$ cat src/rtl/lpcs_pkg.sv
// shared types and constants for the latch-up power-cycle sequencer
`default_nettype none

package lpcs_pkg;

    // channel count and register geometry
    localparam int NCH     = 3;
    localparam int DATA_W  = 16;
    localparam int IDX_W   = 3;
    localparam int PHASE_W = 2;

    // parameter defaults
    localparam int TIME_UNIT_DEF = 100;
    localparam int MS_DIVIDE_DEF = 10;

    // register indexes
    localparam logic [IDX_W-1:0] REG_ENABLE   = 3'd0;
    localparam logic [IDX_W-1:0] REG_HOLD_CH1 = 3'd1;
    localparam logic [IDX_W-1:0] REG_HOLD_CH2 = 3'd2;
    localparam logic [IDX_W-1:0] REG_HOLD_CH3 = 3'd3;
    localparam logic [IDX_W-1:0] REG_OFF_CH1  = 3'd4;
    localparam logic [IDX_W-1:0] REG_OFF_CH2  = 3'd5;
    localparam logic [IDX_W-1:0] REG_OFF_CH3  = 3'd6;

    // input request payload
    typedef struct packed {
        logic hold_req_ch1;
        logic hold_req_ch2;
        logic hold_req_ch3;
    } in_t;

    // result payload
    typedef struct packed {
        logic               cut_ch1;
        logic               cut_ch2;
        logic               cut_ch3;
        logic [PHASE_W-1:0] phase_ch1;
        logic [PHASE_W-1:0] phase_ch2;
        logic [PHASE_W-1:0] phase_ch3;
        logic               debug_level;
        logic               tick_1ms;
        logic               tick_half;
    } out_t;

    // debug pin write from one channel
    typedef struct packed {
        logic wr;
        logic val;
    } dbg_t;

endpackage

`default_nettype wire

$ cat src/rtl/lpcs_cfg.sv
// configuration registers with dwell limits precomputed at write time
`default_nettype none

module lpcs_cfg #(
    parameter int TIME_UNIT = lpcs_pkg::TIME_UNIT_DEF,
    parameter int CNT_W     = 11
) (
    input  wire logic                                  clk,
    input  wire logic                                  rst_n,
    input  wire logic                                  cfg_wr_en,
    input  wire logic [lpcs_pkg::IDX_W-1:0]            cfg_index,
    input  wire logic [lpcs_pkg::DATA_W-1:0]           cfg_data,
    output logic      [lpcs_pkg::NCH-1:0]              enable_mask,
    output logic      [lpcs_pkg::NCH-1:0][CNT_W-1:0]   hold_lim,
    output logic      [lpcs_pkg::NCH-1:0][CNT_W-1:0]   off_lim
);

    // reciprocal for exact floor division of a 16 bit value by the tick length
    localparam int SHIFT = lpcs_pkg::DATA_W + $clog2(TIME_UNIT);
    localparam logic [lpcs_pkg::DATA_W:0] RECIP =
        (lpcs_pkg::DATA_W + 1)'(((64'd1 << SHIFT) + 64'(TIME_UNIT) - 64'd1) / 64'(TIME_UNIT));
    localparam int PROD_W = 2 * lpcs_pkg::DATA_W + 1;

    logic [PROD_W-1:0]                      prod;
    logic [lpcs_pkg::DATA_W-1:0]            quot;
    logic [CNT_W-1:0]                       hold_val;
    logic [CNT_W-1:0]                       off_val;
    logic [lpcs_pkg::NCH-1:0]               enable_reg;
    logic [lpcs_pkg::NCH-1:0][CNT_W-1:0]    hold_reg;
    logic [lpcs_pkg::NCH-1:0][CNT_W-1:0]    off_reg;

    // ticks in the written duration, then half of it for hold and twice for off
    assign prod     = PROD_W'(cfg_data) * PROD_W'(RECIP);
    assign quot     = lpcs_pkg::DATA_W'(prod >> SHIFT);
    assign hold_val = CNT_W'(quot >> 1);
    assign off_val  = CNT_W'({quot, 1'b0});

    // register write
    always_ff @(posedge clk or negedge rst_n)
    begin
        if (!rst_n)
        begin
            enable_reg <= '0;
            hold_reg   <= '0;
            off_reg    <= '0;
        end
        else if (cfg_wr_en)
        begin
            unique case (cfg_index)
                lpcs_pkg::REG_ENABLE:   enable_reg  <= cfg_data[lpcs_pkg::NCH-1:0];
                lpcs_pkg::REG_HOLD_CH1: hold_reg[0] <= hold_val;
                lpcs_pkg::REG_HOLD_CH2: hold_reg[1] <= hold_val;
                lpcs_pkg::REG_HOLD_CH3: hold_reg[2] <= hold_val;
                lpcs_pkg::REG_OFF_CH1:  off_reg[0]  <= off_val;
                lpcs_pkg::REG_OFF_CH2:  off_reg[1]  <= off_val;
                lpcs_pkg::REG_OFF_CH3:  off_reg[2]  <= off_val;
                default:                ;
            endcase
        end
    end

    assign enable_mask = enable_reg;
    assign hold_lim    = hold_reg;
    assign off_lim     = off_reg;

endmodule

`default_nettype wire

$ cat src/rtl/lpcs_chan.sv
// one channel's idle, hold, off sequencer with its dwell counter
`default_nettype none

module lpcs_chan #(
    parameter int CNT_W = 11
) (
    input  wire logic                           clk,
    input  wire logic                           rst_n,
    input  wire logic                           run,
    input  wire logic                           req,
    input  wire logic [CNT_W-1:0]               hold_lim,
    input  wire logic [CNT_W-1:0]               off_lim,
    output logic      [lpcs_pkg::PHASE_W-1:0]   phase,
    output logic                                cut,
    output lpcs_pkg::dbg_t                      dbg
);

    typedef enum logic [lpcs_pkg::PHASE_W-1:0] {
        PH_IDLE = 2'd0,
        PH_HOLD = 2'd1,
        PH_OFF  = 2'd2
    } phase_t;

    phase_t             phase_reg;
    phase_t             phase_next;
    phase_t             ph_eff;
    logic [CNT_W-1:0]   cnt_reg;
    logic [CNT_W-1:0]   cnt_next;
    logic [CNT_W-1:0]   cnt_eff;
    logic               cut_reg;
    logic               cut_next;

    // request start, then one tick of the current phase
    always_comb
    begin
        ph_eff     = phase_reg;
        cnt_eff    = cnt_reg;
        phase_next = phase_reg;
        cnt_next   = cnt_reg;
        cut_next   = cut_reg;
        dbg        = '0;
        if (req && phase_reg == PH_IDLE)
        begin
            ph_eff  = PH_HOLD;
            cnt_eff = '0;
        end
        if (run)
        begin
            unique case (ph_eff)
                PH_HOLD:
                begin
                    dbg.wr = 1'b1;
                    if (cnt_eff <= hold_lim)
                    begin
                        phase_next = PH_HOLD;
                        cnt_next   = cnt_eff + CNT_W'(1);
                        cut_next   = 1'b0;
                        dbg.val    = 1'b1;
                    end
                    else
                    begin
                        phase_next = PH_OFF;
                        cnt_next   = '0;
                        cut_next   = 1'b1;
                        dbg.val    = 1'b0;
                    end
                end
                PH_OFF:
                begin
                    if (cnt_eff <= off_lim)
                    begin
                        cnt_next = cnt_eff + CNT_W'(1);
                        cut_next = 1'b1;
                    end
                    else
                    begin
                        phase_next = PH_IDLE;
                        cnt_next   = '0;
                        cut_next   = 1'b0;
                    end
                end
                PH_IDLE:
                begin
                    phase_next = PH_IDLE;
                end
                default:
                begin
                    phase_next = PH_IDLE;
                end
            endcase
        end
    end

    // channel state
    always_ff @(posedge clk or negedge rst_n)
    begin
        if (!rst_n)
        begin
            phase_reg <= PH_IDLE;
            cnt_reg   <= '0;
            cut_reg   <= 1'b0;
        end
        else
        begin
            phase_reg <= phase_next;
            cnt_reg   <= cnt_next;
            cut_reg   <= cut_next;
        end
    end

    assign phase = phase_next;
    assign cut   = cut_next;

endmodule

`default_nettype wire

$ cat src/rtl/latchup_power_cycle_sequencer.sv
// top level of the three-channel latch-up power-cycle sequencer
`default_nettype none

// One request is one timer tick carrying a hold request per channel, and each
// request yields exactly one result with the cut lines, phases, debug level and
// tick flags after that tick. The block takes one request per clock cycle
// while the output is not stalled; a request is held in the input register
// and its result is then registered in the output register. The output
// register is separate from the input register, so a new request is taken
// while a finished result waits on out_stall. Dwell limits are computed from
// the duration registers by a constant-reciprocal multiply when the register
// is written, so a tick itself costs only a compare and an increment.

module latchup_power_cycle_sequencer #(
    parameter int TIME_UNIT = lpcs_pkg::TIME_UNIT_DEF,
    parameter int MS_DIVIDE = lpcs_pkg::MS_DIVIDE_DEF
) (
    input  wire logic                           clk,
    input  wire logic                           rst_n,
    input  wire logic                           cfg_wr_en,
    input  wire logic [lpcs_pkg::IDX_W-1:0]     cfg_index,
    input  wire logic [lpcs_pkg::DATA_W-1:0]    cfg_data,
    input  wire logic                           in_valid,
    output logic                                in_stall,
    input  wire lpcs_pkg::in_t                  in_data,
    output logic                                out_valid,
    input  wire logic                           out_stall,
    output lpcs_pkg::out_t                      out_data
);

    // dwell count must reach twice the longest off time plus one
    localparam int CNT_W = $clog2(2 * ((1 << lpcs_pkg::DATA_W) - 1) / TIME_UNIT + 2);
    localparam int MSD_W = $clog2(MS_DIVIDE);

    localparam int NCH = lpcs_pkg::NCH;

    logic [NCH-1:0]                 enable_mask;
    logic [NCH-1:0][CNT_W-1:0]      hold_lim;
    logic [NCH-1:0][CNT_W-1:0]      off_lim;
    logic [NCH-1:0]                 req;
    logic [NCH-1:0]                 run;
    logic [NCH-1:0]                 cut;
    logic [NCH-1:0][lpcs_pkg::PHASE_W-1:0] phase;
    lpcs_pkg::dbg_t [NCH-1:0]       dbg;

    logic                           s1_valid_reg;
    logic                           s1_valid_next;
    lpcs_pkg::in_t                  s1_data_reg;
    logic                           out_valid_reg;
    logic                           out_valid_next;
    lpcs_pkg::out_t                 out_data_reg;
    lpcs_pkg::out_t                 out_data_next;
    logic                           debug_reg;
    logic                           debug_next;
    logic [MSD_W-1:0]               msdiv_reg;
    logic [MSD_W-1:0]               msdiv_next;
    logic                           ms_flag_reg;
    logic                           ms_flag_next;
    logic                           half_reg;
    logic                           half_next;
    logic                           out_free;
    logic                           process;
    logic                           accept;

    // configuration registers
    lpcs_cfg #(
        .TIME_UNIT (TIME_UNIT),
        .CNT_W     (CNT_W)
    ) u_cfg (
        .clk         (clk),
        .rst_n       (rst_n),
        .cfg_wr_en   (cfg_wr_en),
        .cfg_index   (cfg_index),
        .cfg_data    (cfg_data),
        .enable_mask (enable_mask),
        .hold_lim    (hold_lim),
        .off_lim     (off_lim)
    );

    // handshake and pipeline advance
    assign out_free = !out_valid_reg || !out_stall;
    assign process  = s1_valid_reg && out_free;
    assign in_stall = s1_valid_reg && !out_free;
    assign accept   = in_valid && !in_stall;

    assign req = {s1_data_reg.hold_req_ch3, s1_data_reg.hold_req_ch2,
                  s1_data_reg.hold_req_ch1};
    assign run = enable_mask & {NCH{process}};

    // channel sequencers
    for (genvar c = 0; c < NCH; c++)
    begin : g_chan
        lpcs_chan #(
            .CNT_W (CNT_W)
        ) u_chan (
            .clk      (clk),
            .rst_n    (rst_n),
            .run      (run[c]),
            .req      (req[c]),
            .hold_lim (hold_lim[c]),
            .off_lim  (off_lim[c]),
            .phase    (phase[c]),
            .cut      (cut[c]),
            .dbg      (dbg[c])
        );
    end

    // shared debug pin, highest channel written this tick wins
    always_comb
    begin
        debug_next = debug_reg;
        priority if (dbg[2].wr)
            debug_next = dbg[2].val;
        else if (dbg[1].wr)
            debug_next = dbg[1].val;
        else if (dbg[0].wr)
            debug_next = dbg[0].val;
        else
            debug_next = debug_reg;
    end

    // millisecond divider and toggle flag
    always_comb
    begin
        msdiv_next   = msdiv_reg;
        ms_flag_next = ms_flag_reg;
        half_next    = half_reg;
        if (process)
        begin
            if (msdiv_reg <= MSD_W'(MS_DIVIDE - 2))
            begin
                msdiv_next   = msdiv_reg + MSD_W'(1);
                ms_flag_next = 1'b0;
            end
            else
            begin
                msdiv_next   = '0;
                ms_flag_next = 1'b1;
            end
            half_next = !half_reg;
        end
    end

    // result assembly
    always_comb
    begin
        out_data_next             = out_data_reg;
        out_data_next.cut_ch1     = cut[0];
        out_data_next.cut_ch2     = cut[1];
        out_data_next.cut_ch3     = cut[2];
        out_data_next.phase_ch1   = phase[0];
        out_data_next.phase_ch2   = phase[1];
        out_data_next.phase_ch3   = phase[2];
        out_data_next.debug_level = debug_next;
        out_data_next.tick_1ms    = ms_flag_next;
        out_data_next.tick_half   = half_next;
    end

    // valid flags of both stages
    always_comb
    begin
        s1_valid_next = s1_valid_reg;
        if (accept)
            s1_valid_next = 1'b1;
        else if (process)
            s1_valid_next = 1'b0;
        out_valid_next = out_valid_reg;
        if (process)
            out_valid_next = 1'b1;
        else if (out_valid_reg && !out_stall)
            out_valid_next = 1'b0;
    end

    // control and tick state
    always_ff @(posedge clk or negedge rst_n)
    begin
        if (!rst_n)
        begin
            s1_valid_reg  <= 1'b0;
            out_valid_reg <= 1'b0;
            debug_reg     <= 1'b0;
            msdiv_reg     <= '0;
            ms_flag_reg   <= 1'b0;
            half_reg      <= 1'b0;
        end
        else
        begin
            s1_valid_reg  <= s1_valid_next;
            out_valid_reg <= out_valid_next;
            debug_reg     <= debug_next;
            msdiv_reg     <= msdiv_next;
            ms_flag_reg   <= ms_flag_next;
            half_reg      <= half_next;
        end
    end

    // payload registers
    always_ff @(posedge clk)
    begin
        if (accept)
            s1_data_reg <= in_data;
        if (process)
            out_data_reg <= out_data_next;
    end

    assign out_valid = out_valid_reg;
    assign out_data  = out_data_reg;

endmodule

`default_nettype wire
$ cat config.mk
export PLATFORM = sky130hd
export DESIGN_NAME = latchup_power_cycle_sequencer
export DESIGN_NICKNAME = d
export VERILOG_FILES = /design/src/rtl/lpcs_pkg.sv /design/src/rtl/lpcs_cfg.sv /design/src/rtl/lpcs_chan.sv /design/src/rtl/latchup_power_cycle_sequencer.sv
export SDC_FILE = /design/constraint.sdc
export NUM_CORES = 1
export LEC_CHECK = 0
export ABC_AREA = 1
export ABC_CLOCK_PERIOD_IN_PS = 2900
export BUFFER_PORTS_ARGS = -buffer_cell sky130_fd_sc_hd__buf_2
export CORE_MARGIN = 2
export CORE_UTILIZATION = 40
export CTS_BUF_LIST = sky130_fd_sc_hd__clkbuf_16
export CTS_CLUSTER_SIZE = 14
export DETAILED_ROUTE_END_ITERATION = 16
export GPL_ROUTABILITY_DRIVEN = 0
export SLEW_MARGIN = 10
export SYNTH_ARGS = -nofsm -noshare
export SYNTH_HDL_FRONTEND = slang
export SYNTH_HIERARCHICAL = 1
export SYNTH_SLANG_ARGS = --single-unit
$ cat constraint.sdc
create_clock -name clk -period 2.9 [get_ports clk]
set_clock_uncertainty 0.2 [all_clocks]
set_input_delay 0.145 -clock clk [delete_from_list [all_inputs] [get_ports clk]]
set_output_delay 0.145 -clock clk [all_outputs]
set_load 0.05 [all_outputs]
* Word-level counts from Yosys, hierarchy flattened
Cells that the tools add are included.
** Cells by class
- Div/mod/pow operators :: 0
- Bitwise gates (word level) :: 1
- Multipliers :: 1
- Add/subtract/negate cells :: 4
- Reductions and logical operators :: 32
- Equal/unequal tests :: 12
- Magnitude comparators :: 7
- Muxes and demuxes :: 59
- Shift-type cells :: 0
** Operators by type and width (number)
- $mux 11 :: 9
- $pmux 11 s2 :: 3
- $mux 2 :: 18
- $add 11x1->11 const B :: 3
- $le 11x11->1 :: 3
- $le 11x9->1 :: 3
- $mul 16x17->33 const B :: 1
- $mux 1 :: 22
- $reduce_and 2->1 :: 10
- $pmux 2 s2 :: 3
- $reduce_bool 2->1 :: 5
- $eq 3x3->1 const B :: 3
- $logic_and 1x1->1 :: 7
- $eq 2x1->1 const B :: 3
- $eq 2x2->1 const B :: 3
- $eq 3x2->1 const B :: 2
- $logic_not 2->1 :: 3
- $pmux 1 s2 :: 3
- $logic_not 1->1 :: 5
- $add 4x1->4 const B :: 1
- $le 4x4->1 const B :: 1
- $mux 4 :: 1
- $and 3x3->3 :: 1
- $eq 3x1->1 const B :: 1
- 2 further kinds :: 2
** Storage, ports and cells
- RAM bits :: 0
- Memories :: 0
- Input port bits :: 27
- Bits in latches :: 0
- Output and inout port bits :: 14
- Register bits after elaboration :: 126
- Bits in read-only memories :: 0
- Logic and storage cells :: 150

* Depth between registers and ports, before layout
- Word-level depth :: 10
- Mapped depth :: 26
- Mapped depth without buffers :: 26

* Hierarchy
Netlist, hierarchy kept.
** Modules (own cells, without submodules)
- lpcs_cfg :: cells each 986, area an instance 8086.5 um^2, sequential area each 1501.4 um^2, times used 1
- lpcs_chan (g_chan[0].u_chan) :: cells each 241, area an instance 1531.5 um^2, sequential area each 350.3 um^2, times used 1
- lpcs_chan (g_chan[2].u_chan) :: cells each 234, area an instance 1529.0 um^2, sequential area each 350.3 um^2, times used 1
- lpcs_chan (g_chan[1].u_chan) :: cells each 232, area an instance 1498.9 um^2, sequential area each 350.3 um^2, times used 1
- latchup_power_cycle_sequencer :: cells each 79, area an instance 955.9 um^2, sequential area each 675.6 um^2, times used 1

* Worst setup path after synthesis
OpenSTA, ideal clock, no wires.
- Path type :: input to register
- Start point :: input cfg_data[13] in the netlist's numbering
- End point :: register u_cfg.off_reg (netlist bit u_cfg/off_lim[28])
- Data required time :: 2.582 ns
- Arrival time :: 4.664 ns
- Library setup time :: 0.118 ns
- Buffers on the path :: 0
- Slack :: -2.082 ns
- Cell stages on the path :: 23
- Cells stage by stage :: inv_1 > fa_1 > fa_1 > inv_1 > fa_1 > fa_1 > fa_1 > inv_1 > fa_1 > inv_1 > ha_1 > nand2_1 > inv_1 > nand2_1 > nand2_1 > nand2_1 > nand2_1 > nand2_1 > nand2_1 > nor2_1 > nand3_2 > nand3_1 > nand2_1
** Between the ends
- Cells in the longest elaborated chain, start to end :: 1
** Ends and longest elaborated chain
- from (decl) :: line latchup_power_cycle_sequencer.sv:22 : input wire logic [lpcs_pkg::DATA_W-1:0] cfg_data,
- $mul 16x17->33 :: line lpcs_cfg.sv:33 : assign prod = PROD_W'(cfg_data) * PROD_W'(RECIP);
- to (decl) :: line lpcs_cfg.sv:30 : logic [lpcs_pkg::NCH-1:0][CNT_W-1:0] off_reg;
No other way between the ends.
A chain may end at the register's enable or synchronous reset.

* Worst setup path in the final report
- Start point :: input cfg_data[8] in the netlist's numbering
- End point :: register u_cfg.off_reg (netlist bit u_cfg/off_lim[4])
Same word-level chain as after synthesis.

==> metrics.txt <==
# TYPE chip_impl_metric gauge
chip_impl_info{name="run_status",value="finished, violations left"} 1
chip_impl_info{name="failed_checks",value="negative setup slack"} 1
chip_impl_metric{name="hpwlAfterDp",unit="µm"} 27700
chip_impl_metric{name="clk_pin_slew",unit="ps"} 60
chip_impl_metric{name="first_global_vias",unit=""} 12100
chip_impl_metric{name="die_h",unit="µm"} 188
chip_impl_metric{name="buffer_ports.inserted",unit=""} 40
chip_impl_metric{name="arrival",unit="ps"} 4810
chip_impl_metric{name="route.detailed.vias_per_inst",unit=""} 4.77
chip_impl_metric{name="cts_inserted_buffers",unit=""} 17
chip_impl_info{name="cp_top_family",value="adder cells"} 1
chip_impl_info{name="path_class",value="input pin to flip-flop"} 1
chip_impl_metric{name="fill_cell_total_of_the_finished_layout",unit=""} 3165
chip_impl_metric{name="synth-seq-cells",unit=""} 126
chip_impl_metric{name="synthDominantCellAreaShare",unit="%"} 20.4
chip_impl_metric{name="layout-drive-gt1-share",unit="%"} 26.6
chip_impl_metric{name="synth.distinct_cells",unit=""} 49
chip_impl_metric{name="area_of_the_multi_input_gates",unit="µm²"} 9960
chip_impl_metric{name="synth.cell_area",unit="µm²"} 13600
chip_impl_metric{name="setup_viol",unit=""} 57
chip_impl_metric{name="cp_required",unit="ps"} 3010
chip_impl_info{name="crit-reg2reg-capture",value="out_data[2]"} 1
chip_impl_metric{name="asyncSetResetFlopFracSynth",unit="%"} 88.1
chip_impl_metric{name="maxCapViolations",unit=""} 0
chip_impl_metric{name="synthToLayoutAreaGrowth",unit="%"} 28.6
chip_impl_info{name="cp-endpoint",value="u_cfg/off_lim[4]"} 1
chip_impl_metric{name="clock_latency",unit="ps"} 430
chip_impl_metric{name="slew-limit-headroom",unit="%"} 54.6
chip_impl_info{name="postSynth.topFlopCell",value="sky130_fd_sc_hd__dfrtp_1"} 1
chip_impl_metric{name="post-route-cell-area",unit="µm²"} 17500
chip_impl_metric{name="avgSynthCellArea",unit="µm²"} 7.68
chip_impl_metric{name="post_synth_inst_count",unit=""} 1772
chip_impl_metric{name="cts_buffer_depth",unit=""} 2
chip_impl_metric{name="wl_per_cell",unit="µm"} 14.2
chip_impl_metric{name="finalNonFillerCells",unit=""} 2450
chip_impl_metric{name="first_pass_iters",unit=""} 5
chip_impl_info{name="reg2reg_from",value="g_chan[1].u_chan/phase_reg[1]"} 1
chip_impl_info{name="synth.most_common_cell",value="sky130_fd_sc_hd__nand2_1"} 1
chip_impl_metric{name="slew_violations",unit=""} 0
chip_impl_metric{name="largest_register_ffs",unit=""} 33
chip_impl_metric{name="tcrit_tclk_final",unit="%"} 162
chip_impl_info{name="yosys-top-cells-count",value="sky130_fd_sc_hd__nand2_1 (478), sky130_fd_sc_hd__inv_1 (382), sky130_fd_sc_hd__ha_1 (192), sky130_fd_sc_hd__nor2_1 (116), sky130_fd_sc_hd__dfrtp_1 (111)"} 1
chip_impl_info{name="crit_start",value="cfg_data[8]"} 1
chip_impl_metric{name="clock_tree.htree_level_count",unit=""} 4
chip_impl_metric{name="grt_antenna_before_repair",unit=""} 0
chip_impl_metric{name="design.die.area",unit="µm²"} 35500
chip_impl_metric{name="place.detailed.instances",unit=""} 2395
chip_impl_metric{name="synth_enable_flop_cells",unit=""} 15
chip_impl_info{name="ctsRootBufferMaster",value="sky130_fd_sc_hd__clkbuf_16"} 1
chip_impl_metric{name="max_freq",unit="GHz"} 0.213
chip_impl_metric{name="dpl-instance-area",unit="µm²"} 15500
chip_impl_info{name="synth_largest_area_cell",value="sky130_fd_sc_hd__dfrtp_1"} 1
chip_impl_metric{name="cp_num_cells",unit=""} 17
chip_impl_info{name="cp_slowest_cell",value="sky130_fd_sc_hd__fa_2"} 1
chip_impl_metric{name="cts.sinks",unit=""} 126
chip_impl_info{name="min-delay-path-class",value="input pin to flip-flop"} 1
chip_impl_metric{name="critical_path.max_fanout",unit=""} 6
chip_impl_metric{name="core_area",unit="µm²"} 33500
chip_impl_metric{name="final-hold-violation-count",unit=""} 0
chip_impl_metric{name="worst_slack",unit="ps"} -1800
chip_impl_info{name="tritoncts",value="built"} 1
chip_impl_metric{name="finalNetCount",unit=""} 2305
chip_impl_metric{name="final_core_utilization",unit="%"} 52.1
chip_impl_metric{name="global_route_usage_over_all_layers",unit="%"} 20.3
chip_impl_info{name="setup.worst_path.start_class",value="input pin"} 1
chip_impl_metric{name="route.detailed.drc",unit=""} 0
chip_impl_info{name="yosys-top-cells-area",value="sky130_fd_sc_hd__dfrtp_1 (20%), sky130_fd_sc_hd__ha_1 (18%), sky130_fd_sc_hd__fa_1 (14%), sky130_fd_sc_hd__nand2_1 (13%), sky130_fd_sc_hd__inv_1 (11%)"} 1
chip_impl_metric{name="wirelength",unit="µm"} 34700
chip_impl_metric{name="worst-r2r-cell-count",unit=""} 18
chip_impl_metric{name="detailedRoute.firstIterationViolations",unit=""} 459
chip_impl_metric{name="ff_latch_area",unit="µm²"} 3230
chip_impl_metric{name="start_util",unit="%"} 40.6
chip_impl_metric{name="grt-ovfl-total",unit=""} 0
chip_impl_metric{name="detail-route-antenna-nets",unit=""} 0
chip_impl_metric{name="seq_total_area_yosys",unit="%"} 23.7
chip_impl_metric{name="synth-warning-count",unit=""} 6
chip_impl_metric{name="rows",unit=""} 67
chip_impl_metric{name="final_period_minus_worst_setup_slack",unit="ps"} 4700
chip_impl_metric{name="worst_slew_pin_slew",unit="ps"} 681
chip_impl_metric{name="die_w",unit="µm"} 188
chip_impl_metric{name="largest_net_degree_at_the_start_of_global_routing",unit=""} 72
chip_impl_metric{name="slowest_delay",unit="ps"} 610
chip_impl_info{name="critical_path_capture_point_type",value="flip-flop"} 1
chip_impl_info{name="crit_path_top_cell_by_count",value="sky130_fd_sc_hd__fa_2"} 1
chip_impl_metric{name="vias",unit=""} 11700
chip_impl_metric{name="cp.buffers_inverters",unit=""} 2
chip_impl_info{name="crit_chain",value="buf_4, fa_2, buf_4, fa_2, fa_2, fa_1, fa_1, fa_2, ha_4, a21oi_4, o21ai_0, nand2_1, nand2_2, a21oi_4, nand3_4, nand3_2, nand2_1"} 1
chip_impl_metric{name="first_pass_grt_wire_length",unit="µm"} 58100
chip_impl_metric{name="timing.reg2reg.setup_slack",unit="ps"} 190
chip_impl_metric{name="antennaDiodeCount",unit=""} 0
chip_impl_info{name="grt_setup_unrepaired",value="yes"} 1
chip_impl_metric{name="top_ports",unit=""} 41
-- layout make-up --
type | count | share of cell area, %
clock inverter | 14 | 0.801
tap | 448 | 3.21
sequential | 126 | 18.5
timing repair buffer | 212 | 9.49
multi-input combinational | 1240 | 57.0
inverter | 392 | 8.50
clock buffer | 18 | 2.58
-- worst min-delay path by stage --
stage                                  end  cells after the start          from  slack (ps)
6_report              u_cfg/enable_mask[0]                      4  cfg_index[2]          20
5_1_grt               u_cfg/enable_mask[2]                      4  cfg_index[2]          40
4_1_cts                 u_cfg/hold_lim[24]                      5  cfg_index[0]           4
3_5_place_dp   g_chan[0].u_chan/cnt_reg[2]                      1         rst_n         -20
3_3_place_gp   g_chan[0].u_chan/cnt_reg[2]                      1         rst_n         -20
2_1_floorplan                    debug_reg                      0         rst_n        -350
-- worst min-delay path, stage by stage --
cell	delay, ps
sky130_fd_sc_hd__buf_2	100
sky130_fd_sc_hd__nor2_1	50
sky130_fd_sc_hd__nand2_1	190
sky130_fd_sc_hd__o21ai_0	100
-- repair_timing --
item	4_1_cts	5_1_grt
pin swaps	74	85
hold buffers	10	0
gates resized for setup	130	158
cloned	0	0
endpoints found under the setup margin	57	85
setup buffers	8	5
hold endpoints to repair	54	0
-- through the flow --
step                hold slack, ps  setup TNS, ps  setup WS (ps)
floorplan                     -351        -100570          -1810
detailed placement           -17.6        -130920          -2390
global route                  41.9        -104960          -1920
CTS                           4.18         -98020          -1840
global placement             -16.3        -126320          -2330
finish                        22.1         -97340          -1800
-- cells by family after synthesis --
family                   after synthesis  share of synthesized area, %
AND/OR/NAND/NOR                      817                          26.9
buffers and inverters                414                          12.1
adder cells (fa/ha/maj)              289                          31.9
flip-flops                           126                          23.7
AO/OA/AOI/OAI                        122                          5.02
XOR/XNOR                               2                         0.184
other                                  1                        0.0276
multiplexers                           1                        0.0828
-- cells in the final DEF (no fill, tap or decap), types with 6 or more instances in the layout --
master	count
sky130_fd_sc_hd__ha_1	172
sky130_fd_sc_hd__a21oi_1	49
sky130_fd_sc_hd__o21ai_0	27
sky130_fd_sc_hd__nor2_1	103
sky130_fd_sc_hd__nand3_2	51
sky130_fd_sc_hd__buf_2	28
sky130_fd_sc_hd__fa_2	14
sky130_fd_sc_hd__nand4_1	12
sky130_fd_sc_hd__clkinv_1	8
sky130_fd_sc_hd__nor3_1	8
sky130_fd_sc_hd__edfxtp_1	15
sky130_fd_sc_hd__dfrtp_1	111
sky130_fd_sc_hd__nand3b_1	9
sky130_fd_sc_hd__nand3_1	50
sky130_fd_sc_hd__nor2_4	12
sky130_fd_sc_hd__nand2_2	52
sky130_fd_sc_hd__inv_2	31
sky130_fd_sc_hd__buf_4	154
sky130_fd_sc_hd__nand3_4	12
sky130_fd_sc_hd__dlygate4sd3_1	10
sky130_fd_sc_hd__buf_6	12
sky130_fd_sc_hd__o211ai_1	6
sky130_fd_sc_hd__fa_1	83
sky130_fd_sc_hd__nor2_2	23
sky130_fd_sc_hd__inv_1	349
sky130_fd_sc_hd__clkbuf_16	18
sky130_fd_sc_hd__nand2_1	422
sky130_fd_sc_hd__a211oi_1	6
sky130_fd_sc_hd__ha_4	19
sky130_fd_sc_hd__nand2_4	31
sky130_fd_sc_hd__inv_4	6
sky130_fd_sc_hd__o21ai_2	6
sky130_fd_sc_hd__conb_1	9
sky130_fd_sc_hd__a21oi_4	9
-- layer usage --
metal | vias to the layer above | global-route usage (%) | wire length (µm)
met3 | 58 | 2.63 | 813
met2 | 178 | 36.1 | 17300
met1 | 5530 | 25.6 | 15700
met5 | - | 0 | 0
li1 | 5914 | - | -
met4 | 0 | 6.34 | 943
Power is not shown: default switching activity piles up to over one toggle a cycle in this logic, so the estimate is an artifact.
